## config.mk

```make
export PLATFORM = sky130hd
export DESIGN_NAME = fixed_block_pool_allocator_core
export DESIGN_NICKNAME = d
export VERILOG_FILES = /design/src/fbpa_pkg.sv /design/src/fixed_block_pool_allocator_core.sv /design/src/fbpa_csr.sv /design/src/fbpa_link_ram.sv /design/src/fbpa_pool_ctrl.sv
export SDC_FILE = /design/constraint.sdc
export NUM_CORES = 2
export LEC_CHECK = 0
export BUFFER_PORTS_ARGS = -buffer_cell sky130_fd_sc_hd__buf_2
export CAP_MARGIN = 20
export CORE_ASPECT_RATIO = 0.9
export CORE_MARGIN = 2
export CORE_UTILIZATION = 45
export DETAILED_ROUTE_END_ITERATION = 10
export GPL_TIMING_DRIVEN = 1
export SLEW_MARGIN = 20
export SYNTH_ARGS = -nofsm -noshare
export SYNTH_HDL_FRONTEND = slang
export SYNTH_SLANG_ARGS = --single-unit
```

## constraint.sdc

```tcl
create_clock -name clock -period 13.9 [get_ports clock]
set_input_delay 1.39 -clock clock [delete_from_list [all_inputs] [get_ports clock]]
set_output_delay 1.39 -clock clock [all_outputs]
set_load 0.01 [all_outputs]
```

## src/fbpa_pkg.sv

```systemverilog
// ----------------------------------------------------------------------------
// fbpa_pkg
// shared types, constants and helpers of the fixed block pool allocator
// ----------------------------------------------------------------------------
package fbpa_pkg;

   localparam int POOL_COUNT  = 4;
   localparam int BLOCK_LIMIT = 64;
   localparam int POOL_W      = 2;
   localparam int IDX_W       = 6;
   localparam int CNT_W       = 7;
   localparam int STRIDE_W    = 13;
   localparam int OFFSET_W    = 18;
   localparam int FAIL_W      = 16;
   localparam int PROD_W      = IDX_W + STRIDE_W;
   localparam int LINK_DEPTH  = POOL_COUNT * BLOCK_LIMIT;
   localparam int LINK_ADDR_W = $clog2(LINK_DEPTH);
   localparam int CSR_IDX_W   = 4;
   localparam int CSR_DATA_W  = STRIDE_W;

   localparam logic [CNT_W-1:0]    COUNT_RESET  = CNT_W'(64);
   localparam logic [STRIDE_W-1:0] STRIDE_RESET = STRIDE_W'(64);
   localparam logic [CNT_W-1:0]    USE_MAX      = '1;
   localparam logic [FAIL_W-1:0]   FAIL_MAX     = '1;

   localparam logic [CSR_IDX_W-1:0] CSR_STRIDE_BASE = CSR_IDX_W'(POOL_COUNT);
   localparam logic [CSR_IDX_W-1:0] CSR_END         = CSR_IDX_W'(2 * POOL_COUNT);

   typedef enum logic [1:0] {
      MODE_ALLOC  = 2'd0,
      MODE_FREE   = 2'd1,
      MODE_REINIT = 2'd2,
      MODE_NOP    = 2'd3
   } mode_type;

   typedef enum logic [1:0] {
      ST_OK    = 2'd0,
      ST_EMPTY = 2'd1,
      ST_RANGE = 2'd2
   } status_type;

   typedef struct packed {
      mode_type          mode;
      logic [POOL_W-1:0] pool;
      logic [IDX_W-1:0]  block_index;
   } req_type;

   typedef struct packed {
      status_type          status;
      logic [IDX_W-1:0]    granted_index;
      logic [OFFSET_W-1:0] byte_offset;
      logic [CNT_W-1:0]    used_count;
      logic [CNT_W-1:0]    peak_used;
      logic [FAIL_W-1:0]   fail_count;
   } rsp_type;

   typedef struct packed {
      logic                   en;
      logic [LINK_ADDR_W-1:0] addr;
      logic [IDX_W-1:0]       data;
   } link_wr_type;

   typedef logic [POOL_COUNT-1:0][CNT_W-1:0]    count_vec_type;
   typedef logic [POOL_COUNT-1:0][STRIDE_W-1:0] stride_vec_type;

   function automatic logic [CNT_W-1:0] clamp_count(input logic [CNT_W-1:0] c);
      logic [CNT_W-1:0] lim;
      lim = CNT_W'(BLOCK_LIMIT);
      return (c > lim) ? lim : c;
   endfunction

endpackage

```

## src/fixed_block_pool_allocator_core.sv

```systemverilog
// ----------------------------------------------------------------------------
// fixed_block_pool_allocator_core
// several pools of fixed-size blocks, each with a lifo free list
//
//   port group   direction   flow control   carries
//   req_*        in          valid/stall    mode, pool, block index
//   rsp_*        out         valid/stall    status, grant, offset, counters
//   csr_*        in          valid/ready    register index, write data
//
// one request per cycle sustained while rsp_stall is low; a request accepted
// at one edge has its response registered at the next edge it can advance
// the link store is read as the request is accepted, addressed by the head
// the request will see, with a bypass for a link written at the same edge
// synchronous active-high reset empties every list and clears the counters
// a stalled response holds the request register, which then stalls req_*
// ----------------------------------------------------------------------------
module fixed_block_pool_allocator_core (
   input  logic                              clock,
   input  logic                              reset,
   input  logic                              req_valid,
   output logic                              req_stall,
   input  fbpa_pkg::req_type                 req_data,
   output logic                              rsp_valid,
   input  logic                              rsp_stall,
   output fbpa_pkg::rsp_type                 rsp_data,
   input  logic                              csr_valid,
   output logic                              csr_ready,
   input  logic [fbpa_pkg::CSR_IDX_W-1:0]    csr_index,
   input  logic [fbpa_pkg::CSR_DATA_W-1:0]   csr_wdata
);
   import fbpa_pkg::*;

   logic                   req_valid_ff, req_valid_in;
   req_type                req_ff;
   logic                   rsp_valid_ff, rsp_valid_in;
   rsp_type                rsp_ff;
   logic                   advance, fire, accept;
   count_vec_type          count;
   stride_vec_type         stride;
   link_wr_type            link_wr;
   logic [LINK_ADDR_W-1:0] link_rd_addr;
   logic [IDX_W-1:0]       link_rd_data;
   rsp_type                rsp_next;

   assign advance   = !rsp_valid_ff || !rsp_stall;
   assign fire      = req_valid_ff && advance;
   assign req_stall = req_valid_ff && !advance;
   assign accept    = req_valid && !req_stall;

   assign req_valid_in = accept || (req_valid_ff && !fire);
   assign rsp_valid_in = fire || (rsp_valid_ff && rsp_stall);

   fbpa_csr u_csr (
      .clock     (clock),
      .reset     (reset),
      .csr_valid (csr_valid),
      .csr_ready (csr_ready),
      .csr_index (csr_index),
      .csr_wdata (csr_wdata),
      .count_ff  (count),
      .stride_ff (stride)
   );

   fbpa_link_ram u_link_ram (
      .clock   (clock),
      .reset   (reset),
      .wr      (link_wr),
      .rd_en   (accept),
      .rd_addr (link_rd_addr),
      .rd_data (link_rd_data)
   );

   fbpa_pool_ctrl u_pool_ctrl (
      .clock        (clock),
      .reset        (reset),
      .fire         (fire),
      .req          (req_ff),
      .next_pool    (req_data.pool),
      .count        (count),
      .stride       (stride),
      .link_rd_data (link_rd_data),
      .link_wr      (link_wr),
      .link_rd_addr (link_rd_addr),
      .rsp          (rsp_next)
   );

   always_ff @(posedge clock) begin
      if (reset) begin
         req_valid_ff <= 1'b0;
         rsp_valid_ff <= 1'b0;
      end else begin
         req_valid_ff <= req_valid_in;
         rsp_valid_ff <= rsp_valid_in;
      end
   end

   always_ff @(posedge clock) begin
      if (accept) begin
         req_ff <= req_data;
      end
      if (fire) begin
         rsp_ff <= rsp_next;
      end
   end

   assign rsp_valid = rsp_valid_ff;
   assign rsp_data  = rsp_ff;

endmodule

```

## src/fbpa_csr.sv

```systemverilog
// ----------------------------------------------------------------------------
// fbpa_csr
// per-pool block count and stride registers
// ----------------------------------------------------------------------------
module fbpa_csr (
   input  logic                              clock,
   input  logic                              reset,
   input  logic                              csr_valid,
   output logic                              csr_ready,
   input  logic [fbpa_pkg::CSR_IDX_W-1:0]    csr_index,
   input  logic [fbpa_pkg::CSR_DATA_W-1:0]   csr_wdata,
   output fbpa_pkg::count_vec_type           count_ff,
   output fbpa_pkg::stride_vec_type          stride_ff
);
   import fbpa_pkg::*;

   count_vec_type  count_in;
   stride_vec_type stride_in;
   logic [POOL_W-1:0] sel;

   assign csr_ready = 1'b1;
   assign sel       = csr_index[POOL_W-1:0];

   always_comb begin
      count_in  = count_ff;
      stride_in = stride_ff;
      if (csr_valid) begin
         if (csr_index < CSR_STRIDE_BASE) begin
            count_in[sel] = csr_wdata[CNT_W-1:0];
         end else if (csr_index < CSR_END) begin
            stride_in[sel] = csr_wdata[STRIDE_W-1:0];
         end
      end
   end

   always_ff @(posedge clock) begin
      if (reset) begin
         for (int i = 0; i < POOL_COUNT; i++) begin
            count_ff[i]  <= COUNT_RESET;
            stride_ff[i] <= STRIDE_RESET;
         end
      end else begin
         count_ff  <= count_in;
         stride_ff <= stride_in;
      end
   end

endmodule

```

## src/fbpa_link_ram.sv

```systemverilog
// ----------------------------------------------------------------------------
// fbpa_link_ram
// successor store of the recycled lists, registered read with write bypass
// ----------------------------------------------------------------------------
module fbpa_link_ram (
   input  logic                               clock,
   input  logic                               reset,
   input  fbpa_pkg::link_wr_type              wr,
   input  logic                               rd_en,
   input  logic [fbpa_pkg::LINK_ADDR_W-1:0]   rd_addr,
   output logic [fbpa_pkg::IDX_W-1:0]         rd_data
);
   import fbpa_pkg::*;

   logic [IDX_W-1:0] link_mem_ff [LINK_DEPTH];
   logic [IDX_W-1:0] rd_ff;
   logic [IDX_W-1:0] byp_ff;
   logic             byp_hit_ff;

   always_ff @(posedge clock) begin
      if (wr.en) begin
         link_mem_ff[wr.addr] <= wr.data;
      end
      if (rd_en) begin
         rd_ff  <= link_mem_ff[rd_addr];
         byp_ff <= wr.data;
      end
   end

   // same-edge write to the address being read
   always_ff @(posedge clock) begin
      if (reset) begin
         byp_hit_ff <= 1'b0;
      end else if (rd_en) begin
         byp_hit_ff <= wr.en && (wr.addr == rd_addr);
      end
   end

   assign rd_data = byp_hit_ff ? byp_ff : rd_ff;

endmodule

```

## src/fbpa_pool_ctrl.sv

```systemverilog
// ----------------------------------------------------------------------------
// fbpa_pool_ctrl
// per-pool list heads, fresh counts, stats, one request per cycle on fire
// ----------------------------------------------------------------------------
module fbpa_pool_ctrl (
   input  logic                               clock,
   input  logic                               reset,
   input  logic                               fire,
   input  fbpa_pkg::req_type                  req,
   input  logic [fbpa_pkg::POOL_W-1:0]        next_pool,
   input  fbpa_pkg::count_vec_type            count,
   input  fbpa_pkg::stride_vec_type           stride,
   input  logic [fbpa_pkg::IDX_W-1:0]         link_rd_data,
   output fbpa_pkg::link_wr_type              link_wr,
   output logic [fbpa_pkg::LINK_ADDR_W-1:0]   link_rd_addr,
   output fbpa_pkg::rsp_type                  rsp
);
   import fbpa_pkg::*;

   logic [POOL_COUNT-1:0]                head_valid_ff, head_valid_in;
   logic [POOL_COUNT-1:0][IDX_W-1:0]     head_ff, head_in;
   logic [POOL_COUNT-1:0][CNT_W-1:0]     fresh_ff, fresh_in;
   logic [POOL_COUNT-1:0][CNT_W-1:0]     use_ff, use_in;
   logic [POOL_COUNT-1:0][CNT_W-1:0]     peak_ff, peak_in;
   logic [POOL_COUNT-1:0][FAIL_W-1:0]    fail_ff, fail_in;

   logic                 c_valid;
   logic [IDX_W-1:0]     c_head;
   logic [CNT_W-1:0]     c_fresh, c_use, c_peak, c_limit;
   logic [FAIL_W-1:0]    c_fail;
   logic                 got;
   logic [IDX_W-1:0]     granted;
   status_type           status;
   logic [PROD_W-1:0]    product;
   logic [POOL_W-1:0]    p;

   assign p = req.pool;

   always_comb begin
      c_valid = head_valid_ff[p];
      c_head  = head_ff[p];
      c_fresh = fresh_ff[p];
      c_use   = use_ff[p];
      c_peak  = peak_ff[p];
      c_fail  = fail_ff[p];
      c_limit = clamp_count(count[p]);
      got     = 1'b0;
      granted = '0;
      status  = ST_OK;
      link_wr.en   = 1'b0;
      link_wr.addr = {p, req.block_index};
      link_wr.data = head_ff[p];
      unique case (req.mode)
         MODE_ALLOC: begin
            if (head_valid_ff[p]) begin
               got     = 1'b1;
               granted = head_ff[p];
               // a self link marks the tail of the list
               if (link_rd_data == head_ff[p]) begin
                  c_valid = 1'b0;
               end else begin
                  c_head = link_rd_data;
               end
            end else if (fresh_ff[p] != '0) begin
               got     = 1'b1;
               c_fresh = fresh_ff[p] - CNT_W'(1);
               granted = c_fresh[IDX_W-1:0];
            end
            if (got) begin
               if (c_use != USE_MAX) begin
                  c_use = c_use + CNT_W'(1);
               end
               if (c_use > c_peak) begin
                  c_peak = c_use;
               end
            end else begin
               status = ST_EMPTY;
               if (c_fail != FAIL_MAX) begin
                  c_fail = c_fail + FAIL_W'(1);
               end
            end
         end
         MODE_FREE: begin
            if ({1'b0, req.block_index} >= c_limit) begin
               status = ST_RANGE;
            end else begin
               link_wr.en   = fire;
               link_wr.data = head_valid_ff[p] ? head_ff[p] : req.block_index;
               c_head  = req.block_index;
               c_valid = 1'b1;
               if (c_use != '0) begin
                  c_use = c_use - CNT_W'(1);
               end
            end
         end
         MODE_REINIT: begin
            c_valid = 1'b0;
            c_head  = '0;
            c_fresh = c_limit;
            c_use   = '0;
            c_peak  = '0;
         end
         default: begin
         end
      endcase
   end

   assign product = PROD_W'(granted) * PROD_W'(stride[p]);

   always_comb begin
      rsp.status        = status;
      rsp.granted_index = granted;
      rsp.byte_offset   = product[OFFSET_W-1:0];
      rsp.used_count    = c_use;
      rsp.peak_used     = c_peak;
      rsp.fail_count    = c_fail;
   end

   always_comb begin
      for (int i = 0; i < POOL_COUNT; i++) begin
         if (fire && (p == POOL_W'(i))) begin
            head_valid_in[i] = c_valid;
            head_in[i]       = c_head;
            fresh_in[i]      = c_fresh;
            use_in[i]        = c_use;
            peak_in[i]       = c_peak;
            fail_in[i]       = c_fail;
         end else begin
            head_valid_in[i] = head_valid_ff[i];
            head_in[i]       = head_ff[i];
            fresh_in[i]      = fresh_ff[i];
            use_in[i]        = use_ff[i];
            peak_in[i]       = peak_ff[i];
            fail_in[i]       = fail_ff[i];
         end
      end
   end

   // prefetch the successor of the head the next request will see
   assign link_rd_addr = {next_pool, head_in[next_pool]};

   always_ff @(posedge clock) begin
      if (reset) begin
         for (int i = 0; i < POOL_COUNT; i++) begin
            head_valid_ff[i] <= 1'b0;
            head_ff[i]       <= '0;
            fresh_ff[i]      <= clamp_count(COUNT_RESET);
            use_ff[i]        <= '0;
            peak_ff[i]       <= '0;
            fail_ff[i]       <= '0;
         end
      end else begin
         head_valid_ff <= head_valid_in;
         head_ff       <= head_in;
         fresh_ff      <= fresh_in;
         use_ff        <= use_in;
         peak_ff       <= peak_in;
         fail_ff       <= fail_in;
      end
   end

endmodule
```

-- Word level (Yosys, flattened, before mapping)
Memories as Yosys holds them, arrays and structs flattened. A register that Yosys moved wholly into a read port is not among the register bits.
Cells that the tools add are included.
- bits in writable memories: 1536
- input port bits: 32
- memories: 1
- logic and storage cells: 165
- bits in registers: 331
- memory bits (read-only): 0
- output and inout port bits: 59
- bits in latches: 0
- memory list (memory ; words ; bits a word ; read ports ; clocked after Yosys merged registers in ; write ports ; RTL line ; source):
    u_link_ram.link_mem_ff ; 256 ; 6 ; 1 ; 1 ; 1 ; fbpa_link_ram.sv:15 ; logic [IDX_W-1:0] link_mem_ff [LINK_DEPTH];
- muxes and demuxes: 70
- bitwise operators: 1
- magnitude comparators: 9
- multipliers: 1
- shifts and indexed selects: 0
- equal/unequal tests: 9
- divide/modulo/power cells: 0
- add/sub/neg operators: 4
- reductions and logical operators: 25
- operators with widths (cell ; number):
    $mux W7 ; 16
    $mux W6 ; 16
    $mux W16 ; 4
    $bmux W7 S2 ; 4
    $bwmux W52 ; 1
    $bmux W16 S2 ; 1
    $bwmux W28 ; 1
    $pmux W7 S2 ; 2
    $bmux W13 S2 ; 1
    $demux W13 S2 ; 1
    $mux W13 ; 2
    $bmux W6 S2 ; 2
    $pmux W7 S3 ; 1
    $mul A6 B13 Y18 ; 1
    $pmux W6 S3 ; 1
    $add A16 B1 Y16 const B ; 1
    $ne A16 B16 Y1 const B ; 1
    $demux W7 S2 ; 1
    $reduce_bool A7 Y1 ; 2
    $sub A7 B1 Y7 const B ; 2
    $mux W1 ; 12
    $logic_and A1 B1 Y1 ; 11
    $lt A2 B3 Y1 const B ; 3
    $eq A8 B8 Y1 ; 1
    other kinds (21) ; 31

-- Longest topological paths before layout
- word-level depth: 12
- gate-level depth with buffers: 33
- mapped depth without buffers: 27

-- Cells and area by module
Synthesis repeated with hierarchy kept, for this count alone.
- cells, all modules: 4799
- area total of the unflattened synthesis: 78451.5 µm²
- modules (own cells, without submodules) (module ; instances ; cells each ; seq. area each (µm²) ; area an instance (µm²)):
    fbpa_link_ram ; 1 ; 2946 ; 46504.6 ; 60606.9
    fbpa_pool_ctrl ; 1 ; 1486 ; 3523.4 ; 12562.0
    fbpa_csr ; 1 ; 291 ; 1601.5 ; 3214.3
    fixed_block_pool_allocator_core ; 1 ; 76 ; 2021.9 ; 2068.2

-- Worst setup path after synthesis
No wires, ideal clock.
- path type: flip-flop to flip-flop
- start point: reg req_ff[6] in the netlist's numbering
- end point: reg rsp_ff (netlist bit rsp_data[47]), data pin
- buffers on the path: 8
- required time: 13.640 ns
- stages on the path, launching flop included: 29
- setup slack: 6.734 ns
- data arrival time: 6.906 ns
- clock period less this slack: 7.166 ns
- cell sequence: edfxtp_1 buf_6 buf_2 buf_4 buf_2 buf_2 buf_2 buf_2 buf_2 mux4_2 and2_1 fa_1 inv_1 fa_1 inv_1 fa_1 ha_1 a21o_1 a21oi_1 o21bai_1 a21oi_1 o21bai_1 a21oi_1 o21bai_1 a21oi_1 o21bai_1 a21oi_1 o21ai_0 xnor2_1
- RTL lines (element ; RTL line ; source):
    from (decl) ; fixed_block_pool_allocator_core.sv:34 ; req_type req_ff;
    from (signal assigned) ; fixed_block_pool_allocator_core.sv:99 ; req_ff <= req_data;
    to (signal assigned) ; fixed_block_pool_allocator_core.sv:102 ; rsp_ff <= rsp_next;
    to (decl) ; fixed_block_pool_allocator_core.sv:36 ; rsp_type rsp_ff;

-- Worst setup path in the final report
- start point: reg req_ff[6] in the netlist's numbering
- end point: reg u_link_ram.rd_ff[4] (read register of u_link_ram.link_mem_ff), data pin
- word-level cells in the longest chain between the ends: 10
- elaborated cells between the ends (all ways): 28
- those cells by class: order compare (2); eq/ne (4); mux (17); reduce/logical (5)
- RTL lines (element ; RTL line ; source):
    $bmux W7 S2 ; fbpa_pool_ctrl.sv:46 ; c_limit = clamp_count(count[p]);
    $mux W7 (not written as such) ; fbpa_pool_ctrl.sv:46 ;
    $gt A7 B7 Y1 ; fbpa_pkg.sv:69 ; return (c > lim) ? lim : c;
    $mux W7 ; fbpa_pkg.sv:69 ;
    $ge A6 B7 Y1 ; fbpa_pool_ctrl.sv:84 ; if ({1'b0, req.block_index} >= c_limit) begin
    $mux W6 ; fbpa_pool_ctrl.sv:84 ;
    $pmux W6 S3 ; fbpa_pool_ctrl.sv:53 ; unique case (req.mode)
    $mux W6 ; fbpa_pool_ctrl.sv:121 ; if (fire && (p == POOL_W'(i))) begin
    $bmux W6 S2 * ; fbpa_pool_ctrl.sv:140 ; assign link_rd_addr = {next_pool, head_in[next_pool]};
    $mux W6 (not written as such) * ; fbpa_pool_ctrl.sv:140 ;
    to (decl) ; fbpa_link_ram.sv:16 ; logic [IDX_W-1:0] rd_ff;
Mark *: on every way between the ends. The rest lies on a longest branch, timed or not. The select of a mux whose other input is x is not followed.
A chain may end at the register's enable or synchronous reset.

==> run summary <==
status - finished, final reports clean
GPL Wtd Cong - 0.8783
share of the synthesized area in the top cell type - 60.77%
share of flip-flops with an asynchronous set or reset - 0%
RSZ-0062 raised after global routing - no
Die Ht - 403.4 um
top cell type by total area after synthesis - edfxtp_1
Ports - 91
Reg clk slew, reported paths - 60 ps
nets - 6302
Layout area overhead - 10.71%
part of the power in the clock network - 40.7%
Initial DRC Count - 6455
Distinct cells, synth - 80
Num CTS Buffers - 186
hpwl dp - 132800 um
CTS tree - yes
layout cells sized above 1 - 9.282%
Avg Cell Area, Syn - 12.78 um2
max cap viols - 0
Pint - 0.009204 W
Worst path top cell family by delay - buffers and inverters
Post-CTS Hold Buffers - 0
Starting Density - 45.29%
GR Util All Layers - 24.42%
Post-Syn Area - 79760 um2
Power Dens Cells - 136.6 nW/um2
predominant post-synthesis flop cell - edfxtp_1
setup tns final - 0 ps
max incr delay on CP - 890 ps
CP endpoint kind - register
HP Class - register to register
Avg WL per Cell - 25.69 um
largest net degree at the start of global routing - 192
worst path bufs/invs - 6
Slew Viols, Final - 0
Post-CTS Resized - 0
Post-synth EDFFs - 1614
Sw Ratio - 23.70%
Synth area leaders - edfxtp_1, dfxtp_1, mux2i_1, nand2_1, nand3_1
crit-path cells - buf_4, buf_4, mux4_2, o211ai_2, o211ai_2, o2111ai_4, buf_4, and4_4, buf_4, buf_4, buf_4, a211oi_1, a311oi_1, o22ai_1, a311oi_1, nand4_1, o31ai_1
CP Launch Type - register
Clock Sinks - 1873
Final Hold Viols - 0
Reg power frac - 51.4%
period utilization - 64.99%
Antenna Nets Post-Route - 0
final setup violation count - 0
Mapped Nets - 6362
Seq/Total Area, Yosys - 67.27%
CP most frequent cell - buf_4
FF+latch count, synth - 1873
Logic pwr share - 7.9%
worst-path fanout max - 93
Residual DRC - 0
Cells after Synth - 6240
first-pass GRT wire length - 330200 um
die width - 447.8 um
vias in the first global route - 49110
Ys Warns - 0
DR pass1 iterations - 8
core box area - 176100 um2
Tmin final - 9033 ps
row count - 146
f_max - 110.7 MHz
port bufs - 89
vias per cell - 5.943
kind of critical path - register to register
DR vias - 51720
max_slew headroom - 25.63%
htree depth - 4
clock root cell - clkbuf_16
Die Area - 180600 um2
Worst Path Required - 14550 ps
Peak VDD IR - 0.1303 mV
Worst-Margin Slew - 1111 ps
clk_lat worst skew - 830 ps
aggregate global routing overflow - 0
Routed WL - 223600 um
Critical Path AT - 9680 ps
slowest cell on the critical path - mux4_2
Switch Pwr - 0.002859 W
clock buffer depth - 3
antenna violations before repair - 9
Static Leak - 30.05 nW
clk_skew - 33.81 ps
final core utilization - 50.15%
Setup Buffers After CTS - 0
-- routing by layer --
metal / vias up / routed length (um) / part of all wire, % / GRT usage (%)
li1: 23080 / - / - / -
met1: 25870 / 95780 / 43 / 35.51
met2: 2410 / 101000 / 45 / 37.02
met3: 359 / 20600 / 9.2 / 5.083
met4: 6 / 6216 / 2.8 / 7.106
met5: - / 41 / 0.018 / 0
-- worst reg2reg max path, delay by kind of cell, from the launching register on --
family                 cells  cell delay (ps)
buffers and inverters      6             4070
AO/OA/AOI/OAI              8             2170
AND/OR/NAND/NOR            2              930
multiplexers               1              910
flip-flops                 1              800
-- layout make-up --
type | instances | area (um2)
inverters | 136 | 511.7
flip-flops and latches | 1873 | 53650
repair buffers | 197 | 1353
clock inverters | 90 | 760.7
fillers | 15200 | 87790
clock buffers | 253 | 5102
multi-input cells | 3786 | 23960
diodes | 1 | 2.502
well taps | 2368 | 2963
-- through the flow --
step | instance area (um2) | power, W | cells | setup slack (ps) | hold WS (ps)
final | 88310 | 0.01206 | 8704 | 4867 | 453.8
after global routing | 88300 | 0.01242 | 8703 | 4225 | 470.8
after CTS | 88300 | 0.01213 | 8703 | 4828 | 454.2
after detailed placement | 82440 | 0.007265 | 8360 | 4832 | 446.0
after global placement | 82390 | 0.007252 | 8356 | 5003 | 438.3
after floorplan | 79760 | 0.006916 | 6240 | 6734 | 433.1
-- layout by cell type, fill, tap and decap left out, types with 15 or more instances in the layout --
cell,synthesis,routed
a32oi_1,28,28
clkinv_1,0,35
nor3_1,53,49
and2_1,68,67
xnor2_1,27,27
o21ai_0,55,54
clkinv_2,0,28
o22ai_1,106,105
clkbuf_1,249,51
mux4_2,64,62
xor2_1,15,15
and3_1,58,58
o31ai_1,22,22
buf_4,19,101
a31oi_1,61,61
nand4_1,26,26
clkbuf_16,0,190
o221ai_1,21,19
a41oi_1,32,32
nand3_1,445,440
dfxtp_1,259,259
ha_1,46,46
edfxtp_1,1614,1614
o211ai_1,23,23
a311oi_1,51,51
nor2_1,567,566
mux2i_1,401,401
a21oi_1,159,159
buf_2,136,88
nand2_1,975,972
inv_1,135,134
fa_1,44,44
a211oi_1,188,187
-- registers in the layout, summed over array words and instances (netlist names), 28 cells and up --
register / cells
u_csr.count_ff: 28
u_link_ram.link_mem_ff: 1536
u_pool_ctrl.use_ff: 28
u_pool_ctrl.fresh_ff: 28
u_pool_ctrl.peak_ff: 28
u_csr.stride_ff: 52
u_pool_ctrl.fail_ff: 64
rsp_data: 56
-- cells by family after synthesis --
family	count (synthesis)	synth area share [%]
buf+inv	581	3.095
other cells	1	0.004702
fa+ha+maj	90	1.826
mux	485	7.122
simple gates	2256	12.13
xor+xnor	42	0.4612
flops	1873	67.27
compound gates	912	8.093
-- synth_stat cells, types with 15 or more instances --
cell type and number:
o31ai_1 22, nand3_1 445, inv_1 135, and3_1 58, o221ai_1 21, a211oi_1 188
xor2_1 15, nor2_1 567, nor3_1 53, o211ai_1 23, clkbuf_1 249, a21oi_1 159
a41oi_1 32, mux2i_1 401, buf_4 19, and2_1 68, o21ai_0 55, nand4_1 26
o22ai_1 106, edfxtp_1 1614, xnor2_1 27, a311oi_1 51, mux4_2 64, buf_1 34
mux2_2 20, ha_1 46, fa_1 44, dfxtp_1 259, nand2_1 975, buf_2 136
a32oi_1 28, a31oi_1 61
-- worst paths after layout --
check,startpoint,to,slack (ps),depth (start not counted)
worst max-delay path,req_ff[6],u_link_ram.rd_ff[4],4870,17
worst min-delay path,u_csr.stride_ff[9],u_csr.stride_ff[9],450,2
worst max register to register,req_ff[6],u_link_ram.rd_ff[4],4870,17
worst min register to register,u_csr.stride_ff[9],u_csr.stride_ff[9],450,2
-- power groups by stage --
stage | Sequential (W) | Clock [W] | Combinational (W)
6_report | 0.00620 | 0.00491 | 0.000957
5_1_grt | 0.00620 | 0.00520 | 0.00102
4_1_cts | 0.00619 | 0.00498 | 0.000953
3_5_place_dp | 0.00631 | 0 | 0.000950
3_3_place_gp | 0.00631 | 0 | 0.000938
2_1_floorplan | 0.00631 | 0 | 0.000602
Power figures use the tool's default switching activity.
